`src/design/rhc_pkg.sv`:
```
package rhc_pkg;

   // hue scale: degrees with six fractional bits
   localparam int HueSixth     = 3840;
   localparam int HueThird     = 7680;
   localparam int HueTwoThirds = 15360;
   localparam int HueTurn      = 23040;

   localparam int ChanWidth    = 8;
   localparam int HueWidth     = 15;
   localparam int SatWidth     = 9;

   // quotient bits of the two dividers and the stages they are spread over
   localparam int HueQuotWidth = 12;
   localparam int SatQuotWidth = 9;
   localparam int DivStages    = 3;

   typedef enum logic [1:0] {
      SECTOR_RED,
      SECTOR_GREEN,
      SECTOR_BLUE
   } sector_type;

   typedef struct packed {
      logic [ChanWidth-1:0] red_in;
      logic [ChanWidth-1:0] green_in;
      logic [ChanWidth-1:0] blue_in;
   } pixel_type;

   typedef struct packed {
      logic [HueWidth-1:0]  hue_out;
      logic [SatWidth-1:0]  sat_out;
      logic [ChanWidth-1:0] value_out;
   } hsv_type;

   // one pixel in flight: partial remainders, shift words and side info
   typedef struct packed {
      logic [ChanWidth-1:0]    hue_rem;
      logic [HueQuotWidth-1:0] hue_work;
      logic [ChanWidth-1:0]    hue_div;
      logic [ChanWidth-1:0]    sat_rem;
      logic [SatQuotWidth-1:0] sat_work;
      sector_type              sector;
      logic                    hue_neg;
      logic                    hue_zero;
      logic                    sat_zero;
      logic [ChanWidth-1:0]    value;
   } work_type;

endpackage

```
`src/design/rhc_stream_if.sv`:
```
interface rhc_stream_if #(
   parameter type payload_type = logic
) ();
   logic        valid;
   logic        ready;
   payload_type payload;

   modport source (output valid, output payload, input ready);
   modport sink (input valid, input payload, output ready);
endinterface

```
`src/design/rhc_front.sv`:
```
module rhc_front (
   input  logic              clock,
   input  logic              reset,
   input  logic              in_valid,
   output logic              in_ready,
   input  rhc_pkg::pixel_type in_data,
   output logic              out_valid,
   input  logic              out_ready,
   output rhc_pkg::work_type out_data
);
   import rhc_pkg::*;

   logic                 valid_ff;
   work_type             data_ff;
   work_type             data_in;
   logic [ChanWidth-1:0] red, green, blue;
   logic [ChanWidth-1:0] max_val, min_val, delta;
   logic [ChanWidth-1:0] minuend, subtrahend, mag;
   logic [19:0]          hue_num;
   sector_type           sector;

   assign red   = in_data.red_in;
   assign green = in_data.green_in;
   assign blue  = in_data.blue_in;

   // ties go to red, then green
   always_comb begin
      if (red >= green && red >= blue) begin
         sector     = SECTOR_RED;
         max_val    = red;
         minuend    = green;
         subtrahend = blue;
      end else if (green >= blue) begin
         sector     = SECTOR_GREEN;
         max_val    = green;
         minuend    = blue;
         subtrahend = red;
      end else begin
         sector     = SECTOR_BLUE;
         max_val    = blue;
         minuend    = red;
         subtrahend = green;
      end
   end

   always_comb begin
      min_val = red;
      if (green < min_val) begin
         min_val = green;
      end
      if (blue < min_val) begin
         min_val = blue;
      end
   end

   assign delta = max_val - min_val;
   assign mag   = (minuend < subtrahend) ? (subtrahend - minuend) : (minuend - subtrahend);
   // times 3840 as 4096 - 256
   assign hue_num = {mag, 12'b0} - {4'b0, mag, 8'b0};

   always_comb begin
      data_in          = '0;
      data_in.hue_rem  = hue_num[19:HueQuotWidth];
      data_in.hue_work = hue_num[HueQuotWidth-1:0];
      data_in.hue_div  = delta;
      data_in.sat_rem  = {1'b0, delta[ChanWidth-1:1]};
      data_in.sat_work = {delta[0], {(SatQuotWidth-1){1'b0}}};
      data_in.sector   = sector;
      data_in.hue_neg  = minuend < subtrahend;
      data_in.hue_zero = delta == '0;
      data_in.sat_zero = max_val == '0;
      data_in.value    = max_val;
   end

   assign in_ready = !valid_ff || out_ready;

   always_ff @(posedge clock) begin
      if (reset) begin
         valid_ff <= 1'b0;
      end else if (in_ready) begin
         valid_ff <= in_valid;
      end
   end

   always_ff @(posedge clock) begin
      if (in_ready && in_valid) begin
         data_ff <= data_in;
      end
   end

   assign out_valid = valid_ff;
   assign out_data  = data_ff;
endmodule

```
`src/design/rhc_div_pipe.sv`:
```
module rhc_div_pipe (
   input  logic             clock,
   input  logic             reset,
   input  logic             in_valid,
   output logic             in_ready,
   input  rhc_pkg::work_type in_data,
   output logic             out_valid,
   input  logic             out_ready,
   output rhc_pkg::work_type out_data
);
   import rhc_pkg::*;

   localparam int HueStepBits = HueQuotWidth / DivStages;
   localparam int SatStepBits = SatQuotWidth / DivStages;

   // one restoring step: returns quotient bit and new remainder
   function automatic logic [ChanWidth:0] div_bit(
      input logic [ChanWidth-1:0] rem,
      input logic                 nbit,
      input logic [ChanWidth-1:0] dv
   );
      logic [ChanWidth:0] trial;
      logic [ChanWidth:0] diff;
      trial = {rem, nbit};
      diff  = trial - {1'b0, dv};
      if (trial >= {1'b0, dv}) begin
         return {1'b1, diff[ChanWidth-1:0]};
      end
      return {1'b0, trial[ChanWidth-1:0]};
   endfunction

   logic [DivStages-1:0] valid_ff;
   logic [DivStages-1:0] src_valid;
   logic [DivStages:0]   stage_ready;
   work_type             stage_ff  [DivStages];
   work_type             stage_in  [DivStages];
   work_type             stage_src [DivStages];

   assign stage_ready[DivStages] = out_ready;

   for (genvar s = 0; s < DivStages; s++) begin : g_stage
      if (s == 0) begin : g_first
         assign stage_src[s] = in_data;
         assign src_valid[s] = in_valid;
      end else begin : g_rest
         assign stage_src[s] = stage_ff[s-1];
         assign src_valid[s] = valid_ff[s-1];
      end

      always_comb begin
         work_type w;
         logic     qb;
         w  = stage_src[s];
         qb = 1'b0;
         for (int i = 0; i < HueStepBits; i++) begin
            {qb, w.hue_rem} = div_bit(w.hue_rem, w.hue_work[HueQuotWidth-1], w.hue_div);
            w.hue_work      = {w.hue_work[HueQuotWidth-2:0], qb};
         end
         for (int i = 0; i < SatStepBits; i++) begin
            {qb, w.sat_rem} = div_bit(w.sat_rem, w.sat_work[SatQuotWidth-1], w.value);
            w.sat_work      = {w.sat_work[SatQuotWidth-2:0], qb};
         end
         stage_in[s] = w;
      end

      assign stage_ready[s] = !valid_ff[s] || stage_ready[s+1];

      always_ff @(posedge clock) begin
         if (reset) begin
            valid_ff[s] <= 1'b0;
         end else if (stage_ready[s]) begin
            valid_ff[s] <= src_valid[s];
         end
      end

      always_ff @(posedge clock) begin
         if (stage_ready[s] && src_valid[s]) begin
            stage_ff[s] <= stage_in[s];
         end
      end
   end

   assign in_ready  = stage_ready[0];
   assign out_valid = valid_ff[DivStages-1];
   assign out_data  = stage_ff[DivStages-1];
endmodule

```
`src/design/rhc_back.sv`:
```
module rhc_back (
   input  logic             clock,
   input  logic             reset,
   input  logic             in_valid,
   output logic             in_ready,
   input  rhc_pkg::work_type in_data,
   output logic             out_valid,
   input  logic             out_ready,
   output rhc_pkg::hsv_type out_data
);
   import rhc_pkg::*;

   logic                 valid_ff;
   hsv_type              data_ff;
   hsv_type              data_in;
   logic [HueWidth-1:0]  base;
   logic [HueWidth-1:0]  quot;

   assign quot = {{(HueWidth-HueQuotWidth){1'b0}}, in_data.hue_work};

   always_comb begin
      case (in_data.sector)
         SECTOR_GREEN: base = HueWidth'(HueThird);
         SECTOR_BLUE:  base = HueWidth'(HueTwoThirds);
         default:      base = '0;
      endcase
   end

   always_comb begin
      data_in           = '0;
      data_in.value_out = in_data.value;
      data_in.sat_out   = in_data.sat_zero ? '0 : in_data.sat_work;
      if (in_data.hue_zero) begin
         data_in.hue_out = '0;
      end else if (in_data.hue_neg) begin
         // wrap negative hue around one full turn
         data_in.hue_out = (base < quot) ? (HueWidth'(HueTurn) - quot) : (base - quot);
      end else begin
         data_in.hue_out = base + quot;
      end
   end

   assign in_ready = !valid_ff || out_ready;

   always_ff @(posedge clock) begin
      if (reset) begin
         valid_ff <= 1'b0;
      end else if (in_ready) begin
         valid_ff <= in_valid;
      end
   end

   always_ff @(posedge clock) begin
      if (in_ready && in_valid) begin
         data_ff <= data_in;
      end
   end

   assign out_valid = valid_ff;
   assign out_data  = data_ff;
endmodule

```
`src/design/rgb_to_hsv_converter.sv`:
```
// channel      dir  payload                               beat when
// req_stream   in   red_in, green_in, blue_in (8b each)   valid && ready
// rsp_stream   out  hue_out 15b, sat_out 9b, value_out 8b valid && ready
//
// one pixel per clock sustained while rsp_stream is ready
// request to result: one compare stage, three divider stages, one assembly/output stage
// the divider stages set the depth: four hue and three saturation quotient bits each
// reset (synchronous) empties every stage; no clearing pass, no stored tables
// each stage has its own valid bit and holds while the next is full, so bubbles close up
// and a stall loses and repeats nothing
module rgb_to_hsv_converter (
   input logic         clock,
   input logic         reset,
   rhc_stream_if.sink   req_stream,
   rhc_stream_if.source rsp_stream
);
   import rhc_pkg::*;

   // front to divider
   logic     front_valid;
   logic     front_ready;
   work_type front_data;

   // divider to back end
   logic     div_valid;
   logic     div_ready;
   work_type div_data;

   pixel_type pixel;
   hsv_type   result;

   assign pixel = req_stream.payload;

   // max/min search, sector pick, hue numerator and saturation dividend
   rhc_front u_front (
      .clock     (clock),
      .reset     (reset),
      .in_valid  (req_stream.valid),
      .in_ready  (req_stream.ready),
      .in_data   (pixel),
      .out_valid (front_valid),
      .out_ready (front_ready),
      .out_data  (front_data)
   );

   // both restoring dividers side by side, hue 3840*diff/delta and sat 256*delta/max
   rhc_div_pipe u_div_pipe (
      .clock     (clock),
      .reset     (reset),
      .in_valid  (front_valid),
      .in_ready  (front_ready),
      .in_data   (front_data),
      .out_valid (div_valid),
      .out_ready (div_ready),
      .out_data  (div_data)
   );

   // sector offset, sign, wraparound and output register
   rhc_back u_back (
      .clock     (clock),
      .reset     (reset),
      .in_valid  (div_valid),
      .in_ready  (div_ready),
      .in_data   (div_data),
      .out_valid (rsp_stream.valid),
      .out_ready (rsp_stream.ready),
      .out_data  (result)
   );

   assign rsp_stream.payload = result;

`ifndef ASSERT_OFF
   a_hue_range : assert property (@(posedge clock) disable iff (reset)
      rsp_stream.valid |-> result.hue_out < HueWidth'(HueTurn))
      else $error("hue out of range");

   a_sat_range : assert property (@(posedge clock) disable iff (reset)
      rsp_stream.valid |-> result.sat_out <= SatWidth'(256))
      else $error("saturation above one");

   a_black : assert property (@(posedge clock) disable iff (reset)
      (rsp_stream.valid && result.value_out == '0) |->
         (result.sat_out == '0 && result.hue_out == '0))
      else $error("black pixel with hue or saturation");

   a_gray : assert property (@(posedge clock) disable iff (reset)
      (rsp_stream.valid && result.sat_out == '0) |-> result.hue_out == '0)
      else $error("gray pixel with nonzero hue");
`endif
endmodule
```
`src/flat_wrapper.sv`:
```
// flat-port wrapper written by rule: the top's interface ports become plain ports
module rgb_to_hsv_converter_flat import rhc_pkg::*;
  (clock, reset, req_stream_valid, req_stream_payload, req_stream_ready, rsp_stream_valid, rsp_stream_payload, rsp_stream_ready);
  rhc_stream_if req_stream_i ();
  rhc_stream_if rsp_stream_i ();
  input logic clock;
  input logic reset;
  input wire logic [$bits(req_stream_i.valid)-1:0] req_stream_valid;
  input wire logic [$bits(req_stream_i.payload)-1:0] req_stream_payload;
  output wire logic [$bits(req_stream_i.ready)-1:0] req_stream_ready;
  output wire logic [$bits(rsp_stream_i.valid)-1:0] rsp_stream_valid;
  output wire logic [$bits(rsp_stream_i.payload)-1:0] rsp_stream_payload;
  input wire logic [$bits(rsp_stream_i.ready)-1:0] rsp_stream_ready;
  assign req_stream_i.valid = req_stream_valid;
  assign req_stream_i.payload = req_stream_payload;
  assign req_stream_ready = req_stream_i.ready;
  assign rsp_stream_valid = rsp_stream_i.valid;
  assign rsp_stream_payload = rsp_stream_i.payload;
  assign rsp_stream_i.ready = rsp_stream_ready;
  rgb_to_hsv_converter u_core (.clock(clock), .reset(reset), .req_stream(req_stream_i), .rsp_stream(rsp_stream_i));
endmodule
```
`config.mk`:
```
export PLATFORM = sky130hd
export DESIGN_NAME = rgb_to_hsv_converter_flat
export DESIGN_NICKNAME = d
export VERILOG_FILES = /design/src/design/rhc_pkg.sv /design/src/design/rhc_stream_if.sv /design/src/design/rhc_front.sv /design/src/design/rhc_div_pipe.sv /design/src/design/rhc_back.sv /design/src/design/rgb_to_hsv_converter.sv /design/src/flat_wrapper.sv
export SDC_FILE = /design/constraint.sdc
export NUM_CORES = 1
export LEC_CHECK = 0
export CORE_AREA = 2 2 39 41
export DETAILED_ROUTE_END_ITERATION = 8
export DIE_AREA = 0 0 41 43
export DONT_BUFFER_PORTS = 1
export GPL_TIMING_DRIVEN = 0
export PLACE_DENSITY = 0.55
export REMOVE_ABC_BUFFERS = 1
export SYNTH_ARGS = -nofsm -noshare
export SYNTH_HDL_FRONTEND = slang
export SYNTH_SLANG_ARGS = --single-unit
```
`constraint.sdc`:
```
create_clock -name clock -period 1.3 [get_ports clock]
set_input_delay 0.26 -clock clock [delete_from_list [all_inputs] [get_ports clock]]
set_output_delay 0.26 -clock clock [all_outputs]
set_load 0.005 [all_outputs]
```
==> results of run 1 <==
==> critical path: cells and delay by family (launching register included) <==
family,cells,cell delay [ps]
and+or+nand+nor,2,350
DFF,1,360
==> power groups by stage <==
stage               clock, mW  combinational, mW  sequential (mW)
floorplan                   0             0.0129            0.351
global placement            0             0.0141            0.352
detailed placement          0             0.0145            0.353
CTS                     0.226             0.0147            0.346
global route            0.241             0.0158            0.345
finish                  0.212             0.0147            0.345
==> registers in the layout, summed over array words and instances, names as in the netlist <==
signal                       cells
u_core.u_back.out_valid          1
u_core.u_div_pipe.out_data       1
u_core.u_div_pipe.out_valid      1
u_core.u_div_pipe.src_valid      2
u_core.u_div_pipe.stage_ff       3
u_core.u_front.out_data          1
u_core.u_front.out_valid         1
==> area by class of cell <==
cell class                 count  area (µm²)
clock inverter                 1       3.754
clock buffer                   3       22.52
tap                           16       20.02
timing repair buffer           1       7.507
sequential                    10       255.2
fill                         151       940.9
inverter                       3       11.26
multi-input combinational     17       122.6
==> worst max-delay path by stage <==
stage | to | slack, ps | startpoint
finish | req_stream_ready | 70 | u_core.u_div_pipe.out_valid$_SDFFE_PP0P_
global route | req_stream_ready | 30 | u_core.u_back.out_valid$_SDFFE_PP0P_
CTS | req_stream_ready | 7 | u_core.u_back.out_valid$_SDFFE_PP0P_
detailed placement | u_core.u_div_pipe.stage_ff[0][30]$_DFFE_PP_ | 210 | u_core.u_back.out_valid$_SDFFE_PP0P_
global placement | u_core.u_div_pipe.stage_ff[0][30]$_DFFE_PP_ | 240 | u_core.u_div_pipe.out_valid$_SDFFE_PP0P_
floorplan | u_core.u_div_pipe.stage_ff[0][30]$_DFFE_PP_ | 280 | u_core.u_div_pipe.out_valid$_SDFFE_PP0P_
==> routing by layer <==
| layer | share of wire [%] | vias to the layer above | track usage, % |
|---|---|---|---|
| met4 | 1.3 | 0 | 10.00 |
| met2 | 46 | 7 | 10.63 |
| met3 | 6.8 | 2 | 5.236 |
| met5 | 0 | - | 0 |
| met1 | 45 | 110 | 10.70 |
| li1 | - | 119 | - |
==> layout by cell type (no fill, tap or decap) <==
master	netlist	routed
dfxtp_2	0	1
a21boi_0	1	1
and4b_4	1	1
o21ba_2	1	1
nand3_1	2	2
buf_4	0	1
a21oi_1	3	3
dfxtp_4	0	1
dfxtp_1	5	3
nand3b_1	1	1
edfxtp_1	5	5
o32ai_2	1	1
nor2b_1	2	2
o31ai_1	1	1
clkinv_1	0	1
nor2_1	1	1
a31oi_1	1	1
nand2b_1	2	2
clkbuf_4	0	3
inv_1	3	3
==> metrics by stage <==
stage | total power [mW] | setup WS [ps] | hold slack [ps] | area [µm²] | util (%)
after floorplan | 0.3642 | 284.9 | 329.1 | 384.1 | -
after global placement | 0.3665 | 235.1 | 329.7 | 404.1 | 29.20
after detailed placement | 0.3680 | 208.0 | 334.2 | 404.1 | 29.20
after CTS | 0.5866 | 7.459 | 42.73 | 432.9 | 31.28
after global routing | 0.6024 | 25.81 | 36.43 | 442.9 | 32.01
final | 0.5712 | 71.69 | 54.31 | 442.9 | 32.01
==> cells by family after synthesis <==
family	Yosys count
DFF	10
and+or+nand+nor	9
AOI/OAI and AO/OA	8
buffers and inverters	4
==> repair_timing <==
action                                  in CTS  in global routing
endpoints found under the setup margin       1                  1
buffers inserted                             0                  1
resized for setup                            2                  1
==> Flow_metrics.wiki, run 1 <==
{| class="wikitable"
! Metric !! Value
|-
| Ranking of synthesized cells by instance count || dfxtp_1 (5), edfxtp_1 (5), a21oi_1 (3), inv_1 (3)
|-
| Slack of the worst reg-to-reg path || 110 ps
|-
| Share of synthesized registers carrying an async set or reset || 0%
|-
| CTS Buf Count || 3
|-
| Portion of netlist area occupied by mux cells || 0%
|-
| End of the worst hold path || u_core.u_div_pipe.out_valid$_SDFFE_PP0P_
|-
| Worst reg2reg path startpoint || u_core.u_div_pipe.out_valid$_SDFFE_PP0P_
|-
| First-pass GRT wire length || 986 µm
|-
| Count of yosys warnings during synthesis || 0
|-
| Count of final setup violators || 0
|-
| Xor/xnor share of the synthesized area || 0%
|-
| Sum of overflow across all layers after global routing || 0
|-
| Kind of end point of the critical path || primary output
|-
| Proportion of layout cells with a drive suffix above 1 || 25.71%
|-
| Core Region || 1384 µm²
|-
| Fraction of the mapped netlist area in compound gates || 16.13%
|-
| H-tree level count || 1
|-
| Die W || 41 µm
|-
| Clock root buffer || clkbuf_4
|-
| First-pass DRT Iterations || 2
|-
| Cell taking the most area after synthesis || edfxtp_1
|-
| Combinational family with the most area after synthesis || compound AO/OA/AOI/OAI gates
|-
| Worst Hold Path Cells || 1
|-
| Total routing usage reported by global routing || 9.248%
|-
| Signal arrival time at the worst endpoint || 970 ps
|-
| Height of the die || 43 µm
|-
| Startpoint Class || flop
|-
| Share of synthesized area occupied by flip-flops and latches || 64.52%
|-
| Initial antenna violation count || 0
|-
| Post-synthesis sequential element count || 10
|-
| Delay of the slowest critical-path stage || 360 ps
|-
| Data required time at the worst endpoint || 1040 ps
|-
| Critical Setup Path Class || reg -> out
|-
| VDD IR-drop max || 0.4312 mV
|-
| Rows || 14
|-
| Cell Chain, Critical Path || and4b_4 -> nand3_1
|-
| Cell Area, Synth || 387.9 µm²
|-
| Port-buffer cells || 0
|-
| Gate Count Post-Synth || 31
|-
| Hold violation total from the final report || 0
|-
| Commonest register cell after synthesis || edfxtp_1
|-
| Simple-gate share of the synthesized area || 15.48%
|-
| Total number of vias || 238
|-
| Non-filler cells in the finished layout || 51
|-
| Number of hold-repair buffers added at the cts stage || 0
|-
| Number of max-slew violations in the final report || 0
|-
| Final critical delay including setup and external delays || 1228 ps
|-
| Reg-to-reg critical path endpoint || u_core.u_div_pipe.stage_ff[0][30]$_DFFE_PP_
|-
| # placed instances || 46
|-
| Worst slew slack as a fraction of its limit || 86.91%
|-
| Clock skew || 2.104 ps
|-
| Ant diodes || 0
|-
| Setup repair after global routing missed its margin || no
|-
| Proportion of power drawn by the clock network || 37.1%
|-
| Cell types occupying the most area after synthesis || edfxtp_1 (39%), dfxtp_1 (26%), o32ai_2 (4.2%)
|-
| Clock tree from TritonCTS || built
|-
| Cell type of the slowest stage on the worst timing path || dfxtp_2
|-
| Post-DR wirelength/cell || 12.31 µm
|-
| Post-route DRC || 0
|-
| Share of total power in sequential cells || 60.3%
|-
| Run status || finished, final reports clean
|-
| Combinational power share || 2.6%
|-
| Final cycle utilization of the critical path || 94.49%
|-
| Synth cell types || 16
|-
| Slew at the pin closest to its max-slew limit || 194.5 ps
|-
| Total detailed-routing wirelength || 628 µm
|-
| DIE AREA || 1763 µm²
|-
| Via count normalized by instance count || 4.667
|-
| Worst-path maximum fanout || 5
|-
| Min-Delay Path Class || in -> reg
|-
| Count of antenna-violating nets left after detailed routing || 0
|-
| Bufs on Longest Clock Path || 2
|-
| Number of placed I/O pins || 8
|-
| Post-synthesis share of cell area spent on full adders, half adders and majority gates || 0%
|-
| Leakage power || 0.1479 nW
|-
| Gpl congestion || 0.6760
|-
| PD cells || 1290 nW/µm²
|-
| Final-layout setup total negative slack || 0 ps
|-
| Clock insertion delay at the later pin of the skew report || 260 ps
|-
| Effective utilization at floorplan || 28.03%
|-
| Detailed Route Iter0 Violations || 6
|-
| CTS Sinks || 10
|-
| Max Cap Viol || 0
|-
| Synth top area share || 38.71%
|-
| Switching power summed over all nets || 0.1138 mW
|-
| Post-synth EDFFs || 5
|-
| Area growth from synthesis to final layout || 14.19%
|-
| Number of nets in the final layout || 41
|-
| Cell Int Power || 0.4574 mW
|-
| Fmax achieved || 814.1 MHz
|-
| Switching share of power || 19.93%
|-
| Synthesized area per cell || 12.51 µm²
|-
| Worst reg-to-reg path cell count || 3
|-
| Hold Path Origin || reset
|-
| Clock transition at path regs || 60 ps
|-
| Via count of the first global-routing pass || 220
|-
| Pin count of the biggest net entering global routing || 7
|}
No activity file was read; power rests on OpenSTA's default activity.
==> run 2, diff against run 1 <==
ABC_AREA = 1   (was default)
PLACE_DENSITY = 0.54   (was 0.55)
==> run 2 against run 1 <==
Net effect:
- cell count rose by 5.9%
- first-iteration DRC count fell by 33%
- sequential share of layout area fell by 0.76 points
- core utilization rose by 0.27 points
- clock power rose by 28%
==> Flow_metrics.wiki, run 2 <==
{| class="wikitable"
! Metric !! Value
|-
| Run status || finished, final reports clean
|-
| Rows || 14
|-
| Count of antenna-violating nets left after detailed routing || 0
|-
| Post-synthesis sequential element count || 10
|-
| Clock transition at path regs || 60 ps
|-
| Reg-to-reg critical path endpoint || u_core.u_div_pipe.stage_ff[0][30]$_DFFE_PP_
|-
| Via count normalized by instance count || 4.370
|-
| Post-placement worst setup slack || 190.2 ps
|-
| First-pass GRT wire length || 724 µm
|-
| Worst setup path endpoint || req_stream_ready
|-
| Most frequent cell after synthesis || inv_1
|-
| Min-Delay Path Class || in -> reg
|-
| Bufs on Longest Clock Path || 2
|-
| Leakage power || 0.1647 nW
|-
| Area growth from synthesis to final layout || 19.00%
|-
| Slack of the worst reg-to-reg path || 230 ps
|-
| Synthesized area per cell || 11.04 µm²
|-
| Standard cell area after detailed placement || 391.6 µm²
|-
| H-tree level count || 1
|-
| Max Cap Viol || 0
|-
| Simple-gate share of the synthesized area || 12.33%
|-
| Final cycle utilization of the critical path || 96.18%
|-
| CTS Sinks || 10
|-
| Switching share of power || 18.34%
|-
| Combinational family with the most area after synthesis || simple AND/OR/NAND/NOR gates
|-
| Most common cell after layout, fill and taps aside || inv_1
|-
| Port-buffer cells || 0
|-
| Share of synthesized registers carrying an async set or reset || 0%
|-
| Synth top area share || 40.00%
|-
| Total detailed-routing wirelength || 514 µm
|-
| Kind of end point of the critical path || primary output
|-
| Slew at the pin closest to its max-slew limit || 171.6 ps
|-
| Post-route DRC || 0
|-
| Synth cell types || 11
|-
| Gpl congestion || 0.5875
|-
| Via count of the first global-routing pass || 197
|-
| Post-route setup slack || 49.69 ps
|-
| Worst reg2reg path startpoint || u_core.u_back.out_valid$_SDFFE_PP0P_
|-
| Number of nets in the final layout || 44
|-
| Switching power summed over all nets || 0.1160 mW
|-
| Worst reg-to-reg path cell count || 4
|-
| Cell taking the most area after synthesis || edfxtp_1
|-
| Share of synthesized area occupied by flip-flops and latches || 66.67%
|-
| Post-synthesis share of cell area spent on full adders, half adders and majority gates || 0%
|-
| Final HPWL from detailed placement || 352.7 µm
|-
| Data required time at the worst endpoint || 1040 ps
|-
| Cell types occupying the most area after synthesis || edfxtp_1 (40%), dfxtp_1 (27%), a21oi_1 (8.0%)
|-
| Hold violation total from the final report || 0
|-
| Final Hold Slack || 53.92 ps
|-
| Die W || 41 µm
|-
| Largest Register || u_core.u_div_pipe.stage_ff
|-
| VDD IR-drop max || 0.7221 mV
|-
| Total number of vias || 236
|-
| Critical Setup Path Class || reg -> out
|-
| Xor/xnor share of the synthesized area || 0%
|-
| Cell Area, Synth || 375.4 µm²
|-
| Count of final setup violators || 0
|-
| Effective utilization at floorplan || 27.12%
|-
| Fraction of the mapped netlist area in compound gates || 12.00%
|-
| Most frequent cells in the layout || inv_1 (7), a21oi_1 (6), edfxtp_1 (5)
|-
| Gate Count Post-Synth || 34
|-
| Proportion of layout cells with a drive suffix above 1 || 28.95%
|-
| Worst-path maximum fanout || 4
|-
| Worst slew slack as a fraction of its limit || 88.55%
|-
| Crit. Startpoint || u_core.u_div_pipe.out_valid$_SDFFE_PP0P_
|-
| Combinational power share || 2.2%
|-
| Pin count of the biggest net entering global routing || 7
|-
| Clock skew || 0.2961 ps
|-
| Ant diodes || 0
|-
| Initial antenna violation count || 0
|-
| Finished layout cell area || 446.7 µm²
|-
| Clock tree from TritonCTS || built
|-
| Clock insertion delay at the later pin of the skew report || 260 ps
|-
| Ranking of synthesized cells by instance count || inv_1 (7), a21oi_1 (6), dfxtp_1 (5), edfxtp_1 (5), nand2_1 (4)
|-
| PD cells || 1416 nW/µm²
|-
| Signal arrival time at the worst endpoint || 990 ps
|-
| Proportion of power drawn by the clock network || 42.8%
|-
| Total routing usage reported by global routing || 7.201%
|-
| Fmax achieved || 799.8 MHz
|-
| Height of the die || 43 µm
|-
| Commonest register cell after synthesis || edfxtp_1
|-
| Post-synth EDFFs || 5
|-
| Startpoint Class || flop
|-
| Final-layout setup total negative slack || 0 ps
|-
| Detailed Route Iter0 Violations || 4
|-
| Number of max-slew violations in the final report || 0
|-
| Number of placed I/O pins || 8
|-
| First-pass DRT Iterations || 4
|-
| Number of flip-flops in the largest register || 3
|-
| Post-DR wirelength/cell || 9.519 µm
|-
| Sum of overflow across all layers after global routing || 0
|-
| Count of yosys warnings during synthesis || 0
|-
| Portion of netlist area occupied by mux cells || 0%
|-
| Share of total power in sequential cells || 55.1%
|-
| Final critical delay including setup and external delays || 1250 ps
|-
| Total power consumption of the routed design || 0.6326 mW
|-
| DIE AREA || 1763 µm²
|-
| Cell Int Power || 0.5166 mW
|-
| Core Region || 1384 µm²
|-
| Clock root buffer || clkbuf_4
|-
| CTS Buf Count || 3
|}
[run 2: cell count changes after synthesis, moves of 2 or more]
cell,previous run,this run
nand2_1,0,4
a21oi_1,3,6
nand3_1,2,0
nor2b_1,2,0
nand3_2,0,2
inv_1,3,7
nand2b_1,2,0
[run 2: layout make-up]
| class | instances | area, µm² |
|---|---|---|
| clock buffers | 4 | 36.28 |
| fillers | 143 | 937.1 |
| inverters | 8 | 30.03 |
| multi-input cells | 15 | 98.84 |
| flip-flops and latches | 10 | 254.0 |
| well taps | 16 | 20.02 |
| repair buffers | 1 | 7.507 |
[run 2: critical path, cell delays in order (launching register included)]
cell and delay [ps]:
dfxtp_1 370, nand3_4 110, nor2_4 150, nand3_2 100
[run 2: layer usage]
| metal | up-vias | part of all wire, % | track usage [%] |
|---|---|---|---|
| li1 | 121 | - | - |
| met1 | 105 | 45 | 6.977 |
| met2 | 10 | 46 | 9.063 |
| met3 | 0 | 9.3 | 9.424 |
| met4 | 0 | 0 | 2.000 |
| met5 | - | 0 | 0 |
[run 2: how the worst min path moves through the flow]
stage	start	to	slack [ps]	depth (start not counted)
finish	reset	u_core.u_front.out_valid$_SDFFE_PP0P_	50	1
global route	reset	u_core.u_front.out_valid$_SDFFE_PP0P_	30	1
CTS	reset	u_core.u_front.out_valid$_SDFFE_PP0P_	40	1
detailed placement	reset	u_core.u_front.out_valid$_SDFFE_PP0P_	320	1
global placement	reset	u_core.u_front.out_valid$_SDFFE_PP0P_	320	1
floorplan	reset	u_core.u_front.out_valid$_SDFFE_PP0P_	320	1
[run 2: logic make-up (layout without fill, tap and decap cells)]
family,Yosys count,count (layout)
AOI/OAI and AO/OA,8,8
buffers and inverters,9,13
DFF,10,10
and+or+nand+nor,7,7
[run 2: per-stage QoR]
step / utilization, % / std cells
6_report: 32.28 / 54
5_1_grt: 32.28 / 54
4_1_cts: 31.01 / 53
3_5_place_dp: 28.30 / 49
3_3_place_gp: 28.30 / 49
2_1_floorplan: - / 33
[run 2: power by group through the flow]
stage	sequential (mW)	clock (mW)	combinational [mW]
after floorplan	0.355	0	0.0114
after global placement	0.356	0	0.0127
after detailed placement	0.357	0	0.0131
after CTS	0.350	0.289	0.0133
after global routing	0.349	0.306	0.0152
final	0.348	0.271	0.0136
[run 2: timing repair]
action	in CTS	in global routing
hold buffers	0	0
setup buffers	0	1
resized for setup	1	2
pin swaps	0	2
hold endpoints to repair	0	0
setup endpoints to repair	1	1
==> run 3, diff against run 2 <==
CTS_BUF_LIST = sky130_fd_sc_hd__clkbuf_4   (was default)
==> run 3 against run 2 <==
Net effect:
- total power fell by 8.8%
- setup slack got worse by 7.9 ps
- first-iteration DRC count is 25% higher
- non-clock buffer count stayed put
- cell area is 2.2% lower
- critical path type unchanged
- sequential share of layout area up 1.3 points
- combinational power barely moved
==> Flow_metrics.wiki, run 3 (same netlist as run 2, synthesis figures left out) <==
{| class="wikitable"
! Metric !! Value
|-
| Clock root buffer || clkbuf_4
|-
| Startpoint Class || flop
|-
| Final Hold Slack || 47.80 ps
|-
| Final cycle utilization of the critical path || 96.78%
|-
| Filler cell count || 141
|-
| Non-filler cells in the finished layout || 54
|-
| Hold violation total from the final report || 0
|-
| Via count normalized by instance count || 4.333
|-
| First-pass DRT Iterations || 4
|-
| Proportion of layout cells with a drive suffix above 1 || 26.32%
|-
| Number of max-slew violations in the final report || 0
|-
| Core Region || 1384 µm²
|-
| PD cells || 1321 nW/µm²
|-
| Count of antenna-violating nets left after detailed routing || 0
|-
| Final HPWL from detailed placement || 352.7 µm
|-
| Most frequent cells in the layout || inv_1 (7), a21oi_1 (6), edfxtp_1 (5)
|-
| Slew at the pin closest to its max-slew limit || 171.6 ps
|-
| Clock skew || 1.892 ps
|-
| Gpl congestion || 0.5875
|-
| Data required time at the worst endpoint || 1040 ps
|-
| CTS Buf Count || 3
|-
| CTS Sinks || 10
|-
| Post-DR wirelength/cell || 9.778 µm
|-
| Count of final setup violators || 0
|-
| Area growth from synthesis to final layout || 16.33%
|-
| Rows || 14
|-
| Clock transition at path regs || 60 ps
|-
| Max Cap Viol || 0
|-
| Detailed Route Iter0 Violations || 5
|-
| Final critical delay including setup and external delays || 1258 ps
|-
| Height of the die || 43 µm
|-
| First-pass GRT wire length || 745 µm
|-
| Worst-path maximum fanout || 4
|-
| Finished layout cell area || 436.7 µm²
|-
| Largest Register || u_core.u_div_pipe.stage_ff
|-
| Initial antenna violation count || 0
|-
| Post-route setup slack || 41.81 ps
|-
| Critical Setup Path Class || reg -> out
|-
| Ant diodes || 0
|-
| Clock tree from TritonCTS || built
|-
| Total power consumption of the routed design || 0.5769 mW
|-
| Sum of overflow across all layers after global routing || 0
|-
| Most common cell after layout, fill and taps aside || inv_1
|-
| Total detailed-routing wirelength || 528 µm
|-
| Worst slew slack as a fraction of its limit || 88.55%
|-
| VDD IR-drop max || 0.6758 mV
|-
| Effective utilization at floorplan || 27.12%
|-
| Pin count of the biggest net entering global routing || 7
|-
| Number of flip-flops in the largest register || 3
|-
| H-tree level count || 1
|-
| Signal arrival time at the worst endpoint || 1000 ps
|-
| Number of placed I/O pins || 8
|-
| Number of hold-repair buffers added at the cts stage || 0
|-
| Fmax achieved || 794.8 MHz
|-
| Standard cell area after detailed placement || 391.6 µm²
|-
| Leakage power || 0.1590 nW
|-
| Run status || finished, final reports clean
|-
| Post-route DRC || 0
|-
| Post-placement worst setup slack || 190.2 ps
|-
| Min-Delay Path Class || in -> reg
|-
| Port-buffer cells || 0
|-
| Clock insertion delay at the later pin of the skew report || 260 ps
|-
| Number of nets in the final layout || 44
|-
| Bufs on Longest Clock Path || 2
|-
| # placed instances || 49
|-
| Total routing usage reported by global routing || 7.505%
|-
| Kind of end point of the critical path || primary output
|-
| Via count of the first global-routing pass || 199
|-
| DIE AREA || 1763 µm²
|-
| Die W || 41 µm
|-
| Total number of vias || 234
|}
[run 3: cell count changes in the layout (fill, tap and decap cells not counted)]
cell and delta:
clkbuf_8 -1, clkinv_1 +1
[run 3: metal layers]
metal / global-route usage (%) / part of all wire, %
met4: 4.000 / 0
met5: 0 / 0
met1: 6.977 / 43
met2: 9.063 / 46
met3: 9.424 / 11
[run 3: cell type report]
cell class	count	area, µm²	area share (%)
repair buffers	1	7.507	1.719
flip-flops and latches	10	254.0	58.17
clock buffers	3	22.52	5.158
well taps	16	20.02	4.585
clock inverters	1	3.754	0.8596
multi-input cells	15	98.84	22.64
inverters	8	30.03	6.877
[run 3: critical path: stages (launching register included)]
cell     delay, ps
dfxtp_1        370
nand3_4        110
nor2_4         150
nand3_2        100
[run 3: power by group]
| part | leakage [nW] | internal, mW | switching, mW |
|---|---|---|---|
| combinational | 0.0555 | 0.00492 | 0.00871 |
| sequential | 0.0881 | 0.342 | 0.00643 |
| clock | 0.0154 | 0.111 | 0.104 |
| total | 0.159 | 0.458 | 0.119 |
[run 3: timing repair]
| item | CTS | global route |
|---|---|---|
| gates cloned | 0 | 0 |
| setup endpoints to repair | 1 | 1 |
| hold endpoints to repair | 0 | 0 |
| pin swaps | 0 | 2 |
| setup buffers | 0 | 1 |
| gates resized for setup | 1 | 2 |
[run 3: final timing paths]
| path | from | end | slack, ps | cells after the start |
|---|---|---|---|---|
| setup / recovery | u_core.u_div_pipe.out_valid$_SDFFE_PP0P_ | req_stream_ready | 40 | 3 |
| hold / removal | reset | u_core.u_front.out_valid$_SDFFE_PP0P_ | 50 | 1 |
| setup reg to reg | u_core.u_back.out_valid$_SDFFE_PP0P_ | u_core.u_div_pipe.stage_ff[0][30]$_DFFE_PP_ | 230 | 4 |
| hold reg to reg | u_core.u_front.out_data[30]$_SDFFCE_PN0P_ | u_core.u_div_pipe.stage_ff[0][30]$_DFFE_PP_ | 420 | 0 |
[run 3: metrics by stage]
step	util [%]	TNS, ps
floorplan	-	0
global placement	28.30	0
detailed placement	28.30	0
CTS	30.29	0
global route	31.56	-14.70
finish	31.56	0
